**config.mk**
```make
export PLATFORM = sky130hd
export DESIGN_NAME = docc_hsv
export DESIGN_NICKNAME = d
export VERILOG_FILES = /design/src/hdl/docc_pkg.sv /design/src/hdl/docc_hsv.sv
export SDC_FILE = /design/constraint.sdc
export NUM_CORES = 1
export LEC_CHECK = 0
export ABC_CLOCK_PERIOD_IN_PS = 22200
export BUFFER_PORTS_ARGS = -buffer_cell sky130_fd_sc_hd__buf_2
export CAP_MARGIN = 20
export CORE_AREA = 2 2 259 184
export DETAILED_ROUTE_END_ITERATION = 10
export DIE_AREA = 0 0 261 186
export HOLD_SLACK_MARGIN = 0.03
export MAX_ROUTING_LAYER = met4
export PLACE_DENSITY = 0.73
export SYNTH_ARGS = -nofsm -noshare
export SYNTH_HDL_FRONTEND = slang
export SYNTH_SLANG_ARGS = --single-unit
```
**constraint.sdc**
```tcl
create_clock -name clk -period 22.2 [get_ports clk]
set_input_delay 1.11 -clock clk [delete_from_list [all_inputs] [get_ports clk]]
set_output_delay 1.11 -clock clk [all_outputs]
set_load 0.005 [all_outputs]
```
**src/hdl/docc_pkg.sv**
```systemverilog
// shared constants, types and functions of the dynamic occupancy cell colouriser
package docc_pkg;

    localparam int FIELD_W      = 16;
    localparam int SPEED_W      = 15;
    localparam int SQRT_STEPS   = 32;
    localparam int DIV_STEPS    = 16;
    localparam int CORDIC_STEPS = 18;
    localparam int MOT_LAT      = 4;
    localparam int SPD_LAT      = 2 + SQRT_STEPS + 1 + DIV_STEPS;
    localparam int COR_LAT      = 1 + CORDIC_STEPS + 1;
    localparam int HSV_LAT      = 2;
    localparam int TOTAL_LAT    = SPD_LAT + HSV_LAT;
    localparam int MOT_DLY      = SPD_LAT - MOT_LAT;
    localparam int COR_DLY      = SPD_LAT - COR_LAT;

    localparam int ANG_W = 22;
    localparam int VEC_W = 34;

    localparam logic signed [ANG_W-1:0] HALF_TURN = ANG_W'(393216);
    localparam logic signed [ANG_W-1:0] FULL_TURN = ANG_W'(786432);

    localparam logic [1:0] CFG_OCC_LIMIT  = 2'd0;
    localparam logic [1:0] CFG_MOT_LIMIT  = 2'd1;
    localparam logic [1:0] CFG_FULL_SPEED = 2'd2;

    typedef struct packed {
        logic [2:0]         sector;
        logic [FIELD_W-1:0] frac;
    } hue_t;

    function automatic logic signed [ANG_W-1:0] arc_of(input int k);
        logic signed [ANG_W-1:0] r;
        case (k)
            0:       r = ANG_W'(98304);
            1:       r = ANG_W'(58032);
            2:       r = ANG_W'(30663);
            3:       r = ANG_W'(15565);
            4:       r = ANG_W'(7813);
            5:       r = ANG_W'(3910);
            6:       r = ANG_W'(1956);
            7:       r = ANG_W'(978);
            8:       r = ANG_W'(489);
            9:       r = ANG_W'(244);
            10:      r = ANG_W'(122);
            11:      r = ANG_W'(61);
            12:      r = ANG_W'(31);
            13:      r = ANG_W'(15);
            14:      r = ANG_W'(8);
            15:      r = ANG_W'(4);
            16:      r = ANG_W'(2);
            17:      r = ANG_W'(1);
            default: r = '0;
        endcase
        return r;
    endfunction

endpackage

```
**src/hdl/docc_hsv.sv**
```systemverilog
// hsv to rgb with full saturation, or grey for static cells
module docc_hsv
    import docc_pkg::*;
(
    input  logic               clk,
    input  logic               en,
    input  logic               dyn,
    input  logic [FIELD_W-1:0] grey,
    input  logic [FIELD_W-1:0] value,
    input  hue_t               hue,
    output logic [FIELD_W-1:0] red,
    output logic [FIELD_W-1:0] green,
    output logic [FIELD_W-1:0] blue
);

    logic [15:0] q_reg, t_reg, v_reg, grey_reg;
    logic [2:0]  sec_reg;
    logic        dyn_reg;
    logic [32:0] qp, tp;

    assign qp = {17'b0, value} * (33'h10000 - {17'b0, hue.frac});
    assign tp = {17'b0, value} * {17'b0, hue.frac};

    always_ff @(posedge clk)
    begin
        if (en)
        begin
            q_reg    <= qp[31:16];
            t_reg    <= tp[31:16];
            v_reg    <= value;
            sec_reg  <= hue.sector;
            dyn_reg  <= dyn;
            grey_reg <= grey;
        end
    end

    logic [15:0] r_reg, g_reg, b_reg;
    logic [15:0] r_next, g_next, b_next;

    always_comb
    begin
        r_next = grey_reg;
        g_next = grey_reg;
        b_next = grey_reg;
        if (dyn_reg)
        begin
            case (sec_reg)
                3'd0:
                begin
                    r_next = v_reg; g_next = t_reg; b_next = '0;
                end
                3'd1:
                begin
                    r_next = q_reg; g_next = v_reg; b_next = '0;
                end
                3'd2:
                begin
                    r_next = '0; g_next = v_reg; b_next = t_reg;
                end
                3'd3:
                begin
                    r_next = '0; g_next = q_reg; b_next = v_reg;
                end
                3'd4:
                begin
                    r_next = t_reg; g_next = '0; b_next = v_reg;
                end
                default:
                begin
                    r_next = v_reg; g_next = '0; b_next = q_reg;
                end
            endcase
        end
    end

    always_ff @(posedge clk)
    begin
        if (en)
        begin
            r_reg <= r_next;
            g_reg <= g_next;
            b_reg <= b_next;
        end
    end

    assign red   = r_reg;
    assign green = g_reg;
    assign blue  = b_reg;

endmodule

```
Word level (Yosys, flattened, before mapping):

Cells that the tools add are included.
W data, S select, Z words.

* shift operators: 0
* reduce and logical (&&, ||, !) cells: 5
* div/mod/pow operators: 0
* add/subtract/negate cells: 1
* $mul: 2
* mux-type cells: 6
* $lt $le $gt $ge: 0
* bitwise gates (word level): 0
* equality and inequality tests: 4

Operators with widths (count)
* $pmux W16 S3: 3
* $mux W16: 3
* $mul A16 B16 Y32: 1
* $mul A17 B18 Y32: 1
* $sub A17 B16 Y18 const A: 1
* $reduce_or A2 Y1: 4
* $eq A3 B2 Y1 const B: 2
* $eq A3 B1 Y1 const B: 1
* $eq A3 B3 Y1 const B: 1
* $logic_not A3 Y1: 1

* output and inout port bits: 48
* input bits: 54
* memory bits (writable): 0
* memories: 0
* latch bits: 0
* register bits: 116
* bits in read-only memories: 0
* word-level logic and storage cells: 27

Longest topological paths before layout:

* word-level depth: 4
* gate-level depth with buffers: 29
* gate-level depth less buffers: 26

Worst setup path before layout:

Ideal clock, no wire load.

* kind: input -> register
* start point: input port hue[1] in the netlist's numbering
* end point: register q_reg[10], data pin
* required time: 21.942 ns
* library setup time: 0.258 ns
* stages on the path: 28
* path slack: 14.100 ns
* path buffers: 3
* data arrival time: 7.842 ns
* cell sequence: clkbuf_1 clkbuf_1 inv_1 ha_1 or3b_4 or3_1 nor3_2 xnor2_1 buf_2 and2_1 fa_1 inv_1 fa_1 fa_1 inv_1 fa_1 fa_1 inv_1 fa_1 inv_1 ha_1 a21oi_1 o211ai_1 a21oi_1 a2111oi_0 o21a_1 a21oi_1 xnor2_1

* cells in the longest elaborated chain, start to end: 2

RTL lines
* start, declared: RTL line docc_hsv.sv:10 `input hue_t hue,`
* $sub A17 B16 Y18: RTL line docc_hsv.sv:21 `assign qp = {17'b0, value} * (33'h10000 - {17'b0, hue.frac});`
* $mul A17 B18 Y32: RTL line docc_hsv.sv:21
* named net qp[26]: RTL line docc_hsv.sv:19 `logic [32:0] qp, tp;`
* end signal, assigned: RTL line docc_hsv.sv:28 `q_reg <= qp[31:16];`
* end, declared: RTL line docc_hsv.sv:16 `logic [15:0] q_reg, t_reg, v_reg, grey_reg;`

The timed path passes the listed nets, and every way through them passes these cells.
A chain may end at the register's enable or synchronous reset.

Final worst setup path:

* start point: input port hue[8] in the netlist's numbering
* end point: register q_reg[12], data pin

Same word-level chain as after synthesis.

==> impl_metrics.toml <==
[run_status]
status = "finished clean"

[die]
rows = 66
io-pin-count = 102
start_util_pct = 49.44
fp.dieW_um = 261
core_um2 = 46080
dieArea_um2 = 48550
fp.dieH_um = 186

[cts]
cts_setup_buffers = 0
cts_tree = "built"
cts_buffers = 25
clk_latency_ns = 0.46
cts-hold-fix-buffers = 0
root_buffer = "clkbuf_16"
clk_path_buf_depth = 3
clk_pin_slew_ns = 0.05
cts_resized = 0
clock-sinks = 116
htreeDepth = 4

[setup_path]
critical_path_class = "input port to register"
reg2reg_from = "sec_reg[1]$_DFFE_PP_"
startpoint = "hue[8]"
r2r-end = "blue[15]$_DFFE_PP_"
arrival_ns = 8.76
reg2reg_slack_ns = 19.61
end_kind = "register"
worstSetupEndpoint = "q_reg[12]$_DFFE_PP_"
crit_path_max_fanout = 20
start_kind = "input port"
reg2reg_depth = 5
required_ns = 22.40

[hold_path]
min_path_cells = 2
holdCritPathClass = "register to register"
hp-start = "grey_reg[11]$_DFFE_PP_"

[timing]
fin_tns_setup_ns = 0
clock_skew_ns = 0.01202
max_slew_margin_pct = 36.16
slew_viol_final = 0
fmaxAchievable_mhz = 116.8
period_minus_slack_ns = 8.560
hold_viol_final = 0
tightest_slew_ns = 0.9577
rsz0062_at_grt = "no"
setup_viol = 0
period_share_pct = 38.56

[synth]
synth-seq-cells = 116
synth-xor-area-share_pct = 2.076
yosysWarnings = 0
yosysTopAreaCell = "fa_1"
syn_nets = 3141
yosysTopAreaCellShare_pct = 35.06
synth.cell_area_um2 = 22780
synth_top_family_by_area = "adder cells"
synth_edf_count = 116
synth_adder_area_share_pct = 46.70
async_flop_share_pct = 0
yosys-top-cells-area = "fa_1 (35%), edfxtp_1 (15%), ha_1 (12%)"
syn_avg_cell_area_um2 = 9.201
muxShareOfSynthArea_pct = 1.538
synth_flop_cell = "edfxtp_1"
yosysSeqAreaShare_pct = 15.29
synth_cell_type_count = 57
synthSimpleGateAreaFrac_pct = 15.44
synth_cells = 2476
synth-compound-area-share_pct = 8.183

[run]
maxCapViolCount = 0

[drt]
vias_per_cell = 5.558
drtAntennaViolNets = 0
wirelength_mm = 58.11
first_pass_iters = 6
drc = 0
routedWlPerCell_um = 18.64
vias = 17330
drt_iter0_drc = 1563

[global_route]
grt_pass1_vias = 18330
grt_pass1_wl_mm = 95.68
grt_antenna_before_repair = 2
grt_max_degree = 84
track_usage_pct = 25.81
grt-ovfl-total = 0

[layout]
drive_gt1_share_pct = 7.741
layout_commonest_cell = "inv_1"
area_growth_pct = 7.167
finalNetCount = 3165
layout_common_cells = "inv_1 (517), fa_1 (399), nand2_1 (325)"
diodes = 0

[place]
gp_congestion = 0.9370
port_buffers = 101
dpl.hpwl_mm = 44.88
-- cell usage after synthesis (4+ instances only) --
master and instances:
a211oi_1 4, a21bo_2 13, a21o_1 4, a21oi_1 103, a31oi_1 6, and2_1 237, and3_1 11, buf_1 13
buf_2 5, clkbuf_1 110, edfxtp_1 116, fa_1 399, ha_1 212, inv_1 517, mux2_2 16, mux2i_1 17
nand2_1 325, nand2b_1 36, nand3_1 11, nand4_1 8, nor2_1 33, nor2b_1 4, nor3_1 10, o211ai_1 10
o21a_1 26, o21ai_0 97, o22ai_1 31, or3_1 6, xnor2_1 38, xor2_1 16
-- stage by stage --
stage / cell area (um^2) / worst slack (ns) / std cells / util, % / hold slack (ns)
final: 24410 / 13.64 / 3118 / 52.98 / 0.5683
after global placement: 23730 / 13.22 / 3081 / 51.49 / 0.5590
after global routing: 24410 / 13.32 / 3118 / 52.98 / 0.5962
after floorplan: 22780 / 14.10 / 2476 / - / 0.5200
after detailed placement: 23750 / 13.41 / 3084 / 51.53 / 0.5496
after CTS: 24400 / 13.83 / 3117 / 52.96 / 0.5673
-- final cells by class --
class | count | area (um^2)
multi-input combinational | 1712 | 16860
timing repair buffer | 128 | 710.7
fill | 4132 | 21660
clock buffer | 25 | 625.6
sequential | 116 | 3483
tap | 612 | 765.7
inverter | 517 | 1941
clock inverter | 8 | 32.53
-- cells by family (layout without fill, tap and decap cells) --
group / count (synthesis) / in the layout
xor+xnor: 54 / 54
buf+inv: 648 / 678
simple gates: 701 / 701
flops: 116 / 116
mux: 33 / 33
compound gates: 313 / 313
fa+ha+maj: 611 / 611
-- critical path, stage by stage --
cell,delay (ns)
buf_2,0.27
or3_1,0.42
or4_1,0.44
or2_1,0.27
or3_1,0.40
nor3_4,0.46
nand2_1,0.16
fa_1,0.54
fa_1,0.54
inv_1,0.05
fa_1,0.48
fa_1,0.50
fa_1,0.49
inv_1,0.05
fa_1,0.48
inv_1,0.05
ha_1,0.36
nand2_1,0.09
o21ai_0,0.60
a31oi_1,0.19
o21ai_0,0.26
a31o_2,0.29
a21oi_1,0.11
xnor2_1,0.13
-- worst min path at each step --
| stage | endpoint |
|---|---|
| floorplan | red[15]$_DFFE_PP_ |
| global placement | green[5]$_DFFE_PP_ |
| detailed placement | green[11]$_DFFE_PP_ |
| CTS | green[11]$_DFFE_PP_ |
| global route | green[11]$_DFFE_PP_ |
| finish | green[11]$_DFFE_PP_ |
-- metal layers --
metal	track usage (%)	up-vias	part of all wire, %
met3	4.330	68	8.7
met5	-	-	0
met2	39.98	752	46
met4	4.205	0	1.2
met1	36.38	8785	45
li1	-	7724	-
Power is not shown: default switching activity piles up to over one toggle a cycle in this logic, so the estimate is an artifact.
