$ cat config.mk
export PLATFORM = sky130hd
export DESIGN_NAME = docc_cordic
export DESIGN_NICKNAME = d
export VERILOG_FILES = /design/src/hdl/docc_pkg.sv /design/src/hdl/docc_cordic.sv
export SDC_FILE = /design/constraint.sdc
export NUM_CORES = 2
export LEC_CHECK = 0
export BUFFER_PORTS_ARGS = -buffer_cell sky130_fd_sc_hd__buf_2
export CAP_MARGIN = 40
export CORE_MARGIN = 1
export CORE_UTILIZATION = 39
export CTS_BUF_LIST = sky130_fd_sc_hd__clkbuf_8
export DETAILED_ROUTE_END_ITERATION = 16
export MAX_ROUTING_LAYER = met4
export PLACE_DENSITY_LB_ADDON = 0.08
export SETUP_SLACK_MARGIN = 0.5
export SYNTH_ARGS = -nofsm -noshare
export SYNTH_HDL_FRONTEND = slang
export SYNTH_SLANG_ARGS = --single-unit
$ cat constraint.sdc
create_clock -name clk -period 9.9 [get_ports clk]
set_input_delay 2.97 -clock clk [delete_from_list [all_inputs] [get_ports clk]]
set_output_delay 2.97 -clock clk [all_outputs]
set_load 0.02 [all_outputs]
$ cat src/hdl/docc_pkg.sv
// shared constants, types and functions of the dynamic occupancy cell colouriser
package docc_pkg;

    localparam int FIELD_W      = 16;
    localparam int SPEED_W      = 15;
    localparam int SQRT_STEPS   = 32;
    localparam int DIV_STEPS    = 16;
    localparam int CORDIC_STEPS = 18;
    localparam int MOT_LAT      = 4;
    localparam int SPD_LAT      = 2 + SQRT_STEPS + 1 + DIV_STEPS;
    localparam int COR_LAT      = 1 + CORDIC_STEPS + 1;
    localparam int HSV_LAT      = 2;
    localparam int TOTAL_LAT    = SPD_LAT + HSV_LAT;
    localparam int MOT_DLY      = SPD_LAT - MOT_LAT;
    localparam int COR_DLY      = SPD_LAT - COR_LAT;

    localparam int ANG_W = 22;
    localparam int VEC_W = 34;

    localparam logic signed [ANG_W-1:0] HALF_TURN = ANG_W'(393216);
    localparam logic signed [ANG_W-1:0] FULL_TURN = ANG_W'(786432);

    localparam logic [1:0] CFG_OCC_LIMIT  = 2'd0;
    localparam logic [1:0] CFG_MOT_LIMIT  = 2'd1;
    localparam logic [1:0] CFG_FULL_SPEED = 2'd2;

    typedef struct packed {
        logic [2:0]         sector;
        logic [FIELD_W-1:0] frac;
    } hue_t;

    function automatic logic signed [ANG_W-1:0] arc_of(input int k);
        logic signed [ANG_W-1:0] r;
        case (k)
            0:       r = ANG_W'(98304);
            1:       r = ANG_W'(58032);
            2:       r = ANG_W'(30663);
            3:       r = ANG_W'(15565);
            4:       r = ANG_W'(7813);
            5:       r = ANG_W'(3910);
            6:       r = ANG_W'(1956);
            7:       r = ANG_W'(978);
            8:       r = ANG_W'(489);
            9:       r = ANG_W'(244);
            10:      r = ANG_W'(122);
            11:      r = ANG_W'(61);
            12:      r = ANG_W'(31);
            13:      r = ANG_W'(15);
            14:      r = ANG_W'(8);
            15:      r = ANG_W'(4);
            16:      r = ANG_W'(2);
            17:      r = ANG_W'(1);
            default: r = '0;
        endcase
        return r;
    endfunction

endpackage

$ cat src/hdl/docc_cordic.sv
// pipelined cordic vectoring giving hue sector and fraction
module docc_cordic
    import docc_pkg::*;
(
    input  logic                      clk,
    input  logic                      en,
    input  logic signed [FIELD_W-1:0] speed_x,
    input  logic signed [FIELD_W-1:0] speed_y,
    output hue_t                      hue
);

    logic signed [VEC_W-1:0] a_reg [0:CORDIC_STEPS];
    logic signed [VEC_W-1:0] b_reg [0:CORDIC_STEPS];
    logic signed [ANG_W-1:0] z_reg [0:CORDIC_STEPS];
    logic signed [VEC_W-1:0] xs, ys;

    assign xs = VEC_W'(speed_x) <<< 14;
    assign ys = VEC_W'(speed_y) <<< 14;

    always_ff @(posedge clk)
    begin
        if (en)
        begin
            if (xs > 0)
            begin
                a_reg[0] <= xs;
                b_reg[0] <= ys;
                z_reg[0] <= HALF_TURN;
            end
            else
            begin
                a_reg[0] <= -xs;
                b_reg[0] <= -ys;
                z_reg[0] <= '0;
            end
        end
    end

    for (genvar k = 0; k < CORDIC_STEPS; k++)
    begin : g_rot
        logic signed [VEC_W-1:0] da, db;

        assign da = b_reg[k] >>> k;
        assign db = a_reg[k] >>> k;

        always_ff @(posedge clk)
        begin
            if (en)
            begin
                if (b_reg[k] > 0)
                begin
                    a_reg[k+1] <= a_reg[k] + da;
                    b_reg[k+1] <= b_reg[k] - db;
                    z_reg[k+1] <= z_reg[k] + arc_of(k);
                end
                else
                begin
                    a_reg[k+1] <= a_reg[k] - da;
                    b_reg[k+1] <= b_reg[k] + db;
                    z_reg[k+1] <= z_reg[k] - arc_of(k);
                end
            end
        end
    end

    hue_t                    hue_reg;
    logic signed [ANG_W-1:0] ph;
    logic        [3:0]       sec_raw;

    assign ph      = z_reg[CORDIC_STEPS][ANG_W-1] ? z_reg[CORDIC_STEPS] + FULL_TURN
                                                  : z_reg[CORDIC_STEPS];
    assign sec_raw = ph[19:16];

    always_ff @(posedge clk)
    begin
        if (en)
        begin
            hue_reg.sector <= (sec_raw >= 4'd6) ? 3'(sec_raw - 4'd6) : sec_raw[2:0];
            hue_reg.frac   <= ph[15:0];
        end
    end

    assign hue = hue_reg;

endmodule

# Word-level counts from Yosys, hierarchy flattened
# Memory sizes are Yosys's and may differ from the RTL's.
# Cells that the tools add are included.
# word_totals
register_bits	19
ram_bits	1710
inputBits	34
output_inout_bits	19
word_cells	366
memories	3
# memory_table
memory	depth	word_bits	read_ports	rd_ports_with_merged_regs	wr	line_no	rtl
a_reg	19	34	18	0	19	docc_cordic.sv:12	logic signed [VEC_W-1:0] a_reg [0:CORDIC_STEPS];
b_reg	19	34	18	0	19	docc_cordic.sv:13	logic signed [VEC_W-1:0] b_reg [0:CORDIC_STEPS];
z_reg	19	22	19	0	19	docc_cordic.sv:14	logic signed [ANG_W-1:0] z_reg [0:CORDIC_STEPS];
# classes
n_addsub	111
order_cmp	20
muxes	173
n_bitwise	57
# op_table
cell	n
34-bit 2-to-1 mux	38
34-bit by 1-bit greater-than comparator with 1-bit output, second input constant	18
22-bit 2-to-1 mux	19
1-bit 2-to-1 mux	114
34-bit by 17-bit adder with 34-bit output	2
34-bit by 18-bit adder with 34-bit output	2
34-bit by 19-bit adder with 34-bit output	2
34-bit by 20-bit adder with 34-bit output	2
34-bit by 21-bit adder with 34-bit output	2
34-bit by 22-bit adder with 34-bit output	2
34-bit by 23-bit adder with 34-bit output	2
34-bit by 24-bit adder with 34-bit output	2
34-bit by 25-bit adder with 34-bit output	2
34-bit by 26-bit adder with 34-bit output	2
34-bit by 27-bit adder with 34-bit output	2
34-bit by 28-bit adder with 34-bit output	2
34-bit by 29-bit adder with 34-bit output	2
34-bit by 30-bit adder with 34-bit output	2
34-bit by 31-bit adder with 34-bit output	2
34-bit by 32-bit adder with 34-bit output	2
34-bit by 33-bit adder with 34-bit output	2
30-bit negator with 34-bit output	2
34-bit by 17-bit subtractor with 34-bit output	2
34-bit by 18-bit subtractor with 34-bit output	2
other kinds (58)	132

# Longest topological paths before layout
# An unclocked memory read counts as a cell.
# depth
ltp_word	6
depth_mapped	25
ltp_nobuf	25

# Worst setup path after synthesis
# OpenSTA, ideal clock, no wires.
# synth_path
kind	input -> register
start	input port en
end	memory b_reg[15][32] (data pin)
setup_ns	0.195
arrival_time_ns	7.681
t_required_ns	9.705
path_slack_ns	2.025
stages	21
n_path_buf	1
cell_sequence	buf_2 -> inv_1 -> nor4_1 -> nand4_1 -> nor2_1 -> a22oi_1 -> clkinv_1 -> nor2_1 -> xor2_1 -> ha_1 -> nor2b_1 -> o21ai_0 -> a21boi_0 -> o21ai_0 -> o21ai_1 -> a21o_1 -> a221oi_1 -> o31ai_1 -> o311ai_1 -> or4b_2 -> o311ai_0
# synth_rtl
element	line_no	rtl
start: declaration	docc_cordic.sv:6	input logic en,
end: declaration	docc_cordic.sv:13	

==> flow_summary_export.csv <==
group,metric,value,unit
synthesis,avgSynthCellArea,9.58,sq um
sta,hold_violations,0,
clock_network,cts_buffers,279,
synthesis,syn_area,0.119,sq mm
synthesis,synth_ff_type,"edfxtp_1",
floorplanning,start_util,0.393,
synthesis,netlist_instances,12400,
drt,first_pass_iters,5,
cells_and_area,multi_input_area,0.0741,sq mm
clock_network,htreeDepth,5,
floorplanning,std_cell_rows,202,
sta,maxSlewViolCount,0,
synthesis,async_reset_ff_frac,0,
critical_path,worstPathRequired,10660,ps
placed_design,dp_hpwl,289,mm
synthesis,syn_nets,13900,
synthesis,synth_warnings,0,
clock_network,clockBufferDepth,4,
floorplanning,ioPinCount,53,
drt,wire_per_inst,21.2,um
global_route,grt_pass1_vias,91300,
cells_and_area,final_util,0.429,
floorplanning,die_h,555,um
floorplanning,fp.coreArea,0.304,sq mm
sta,worst_pin_slew,982,ps
drt,vias_per_cell,5.57,
critical_path,end_kind,"flip-flop",
sta,fmax,0.129,GHz
drt,vias,94400,
cells_and_area,largest_reg_flops,545,
critical_path,max_stage_delay,690,ps
floorplanning,die_w,555,um
critical_path,r2r-start,"b_reg[6][11]",
clock_network,ctsHoldBuffers,0,
status,status,"finished, final reports clean",
sta,rsz0062_at_grt,"no",
critical_path,worstPathMaxFanout,58,
critical_path,cp-start-kind,"primary input",
clock_network,post_cts_buffers,0,
clock_network,clk-insertion-delay-late,1030,ps
synthesis,ys_seq_area_frac,0.354,
critical_path,rr_worst_depth,20,
cells_and_area,seqCellArea,0.0422,sq mm
cells_and_area,final_nets,14100,
placed_design,gp_congestion,0.941,
clock_network,cts_resized,0,
clock_network,cts_tree,"built",
global_route,grt_use_total,0.234,
clock_network,cts_root_buf,"clkbuf_8",
sta,tns,0,ps
cells_and_area,drive_gt1_frac,0.0550,
critical_path,path_class,"primary input to flip-flop",
global_route,grt_pass1_wl,547,mm
critical_path,crit_top_cell,"xnor2_1",
sta,slew_headroom,0.328,
global_route,gr-usage-met2,0.375,
global_route,grt_max_degree,139,
sta,setup_violations,0,
critical_path,crit_end,"a_reg[13][32]",
cells_and_area,fillers,29500,
sta,fin_skew,72.7,ps
drt,ant_nets,0,
critical_path,rrSetupSlack,2380,ps
floorplanning,die-area,0.308,sq mm
global_route,grt-ovfl-total,0,
synthesis,synth_seq_cells,1405,
job,maxCapViolations,0,
sta,period_minus_slack,7750,ps
global_route,use_met1,0.310,
critical_path,crit_chain,"buf_12 > inv_2 > nor4_1 > and4_1 > a21o_1 > nand2_1 > clkinv_1 > a31oi_1 > xnor2_1 > ha_1 > or3_1 > o31ai_1 > o221ai_1 > a311oi_1 > o41ai_1 > nand2b_1 > nand3_1 > a31o_2 > a21oi_1 > xnor2_1",
synthesis,yosys.cell_types.count,105,
worst_hold_path,min_path_type,"flip-flop to flip-flop",
critical_path,rr_endpoint,"b_reg[7][33]",
drt,drc,0,
cells_and_area,areaGrowthSynthToFinish,9.09,%
critical_path,crit_start,"en",
placed_design,portBuffers,51,
sta,fin_crit_sh,0.783,
global_route,grt.busiest_layer,"met2",
drt,drt_wl_total,360,mm
drt,drtIter0Drc,6581,
synthesis,synth_edf_count,1405,
clock_network,clkSlewWorstSetupHoldPaths,60,ps
critical_path,crit_arrival,8510,ps
clock_network,cts_num_sinks,1405,
global_route,antenna_found_initial,12,
critical_path,slowest_stage,"a311oi_1",
global_route,grtUsageMet3,0.0304,
worst max-delay path: cells and delay by family:
kind / cells / cell delay [ps]
XOR/XNOR: 2 / 180
buffers and inverters: 3 / 1110
AND/OR/NAND/NOR: 6 / 1200
adder cells (fa/ha/maj): 1 / 240
AO/OA/AOI/OAI: 8 / 2720
area by class of cell:
type | count | area share
Inverter | 592 | 0.0171
Multi-Input combinational cell | 10200 | 0.569
Antenna cell | 8 | 0.000154
Clock buffer | 281 | 0.0297
Sequential cell | 1405 | 0.324
Timing Repair Buffer | 146 | 0.00876
Clock inverter | 217 | 0.0112
Tap cell | 4080 | 0.0392
through the flow:
stage,area (sq um),setup WS [ps],hold WS (ps),instances
floorplan,119000,2020,400,12400
global placement,125000,1140,402,16400
detailed placement,125000,1120,405,16500
CTS,130000,2230,418,17000
global route,130000,1690,421,17000
finish,130000,2150,414,17000
how the worst min path moves through the flow:
stage,startpoint,to,slack (ps),depth (start not counted)
after floorplan,z_reg[18][10],hue[10],400,0
final,z_reg[15][1],z_reg[16][1],410,0
after global placement,z_reg[15][1],z_reg[16][1],400,0
after detailed placement,z_reg[18][5],hue[5],400,0
after CTS,z_reg[15][1],z_reg[16][1],420,0
after global routing,z_reg[15][1],z_reg[16][1],420,0
Yosys cell counts, types with 117 or more instances:
library cell,instances,share of area
edfxtp_1,1405,0.35
ha_1,1328,0.14
xnor2_1,1168,0.086
a21oi_1,1046,0.044
nor2_1,969,0.031
nand2_1,707,0.022
o21ai_0,691,0.029
xor2_1,626,0.046
inv_1,581,0.018
a21o_1,456,0.029
nor3_1,349,0.015
nand3_1,226,0.0095
o31ai_1,211,0.013
nor2b_1,208,0.011
o21a_1,205,0.013
nand2b_1,199,0.010
clkbuf_1,184,0.0058
nor4_1,142,0.0074
or3_1,140,0.0073
and3_1,117,0.0061
logic make-up (layout without fill, tap and decap cells):
| group | count (synthesis) | after routing | share of synthesized area |
|---|---|---|---|
| adders and majority gates | 1372 | 1372 | 0.147 |
| muxes | 87 | 87 | 0.00771 |
| other | 1 | 9 | 0.0000314 |
| and+or+nand+nor | 3461 | 3461 | 0.144 |
| AOI/OAI and AO/OA | 3518 | 3518 | 0.190 |
| DFF | 1405 | 1405 | 0.354 |
| buffers and inverters | 810 | 1236 | 0.0257 |
| xor gates and xnor gates | 1795 | 1795 | 0.132 |
metal layers:
metal  wire length (um)  vias up  share of wire
li1                   -    46700              -
met4               8700        0          0.024
met1             169000    45200           0.47
met2             166000     2067           0.46
met3              16900      483          0.047
met5                  0        -              0
cells in the final DEF (no fill, tap or decap), drive strengths merged, types with 114 or more instances in the layout:
cell	count
and3	117
nand3	226
nand2	707
xnor2	1169
clkbuf	281
o31ai	212
buf	143
nor4	148
o21ai	713
or3	141
a21o	456
inv	669
nor2	969
edfxtp	1405
nand2b	199
ha	1328
o21bai	114
a21oi	1048
nor2b	208
nor3	352
o21a	206
xor2	626
Power is left out: the tool's default activity adds up to more than one toggle a clock period on the data nets, which glitch-free logic cannot reach.
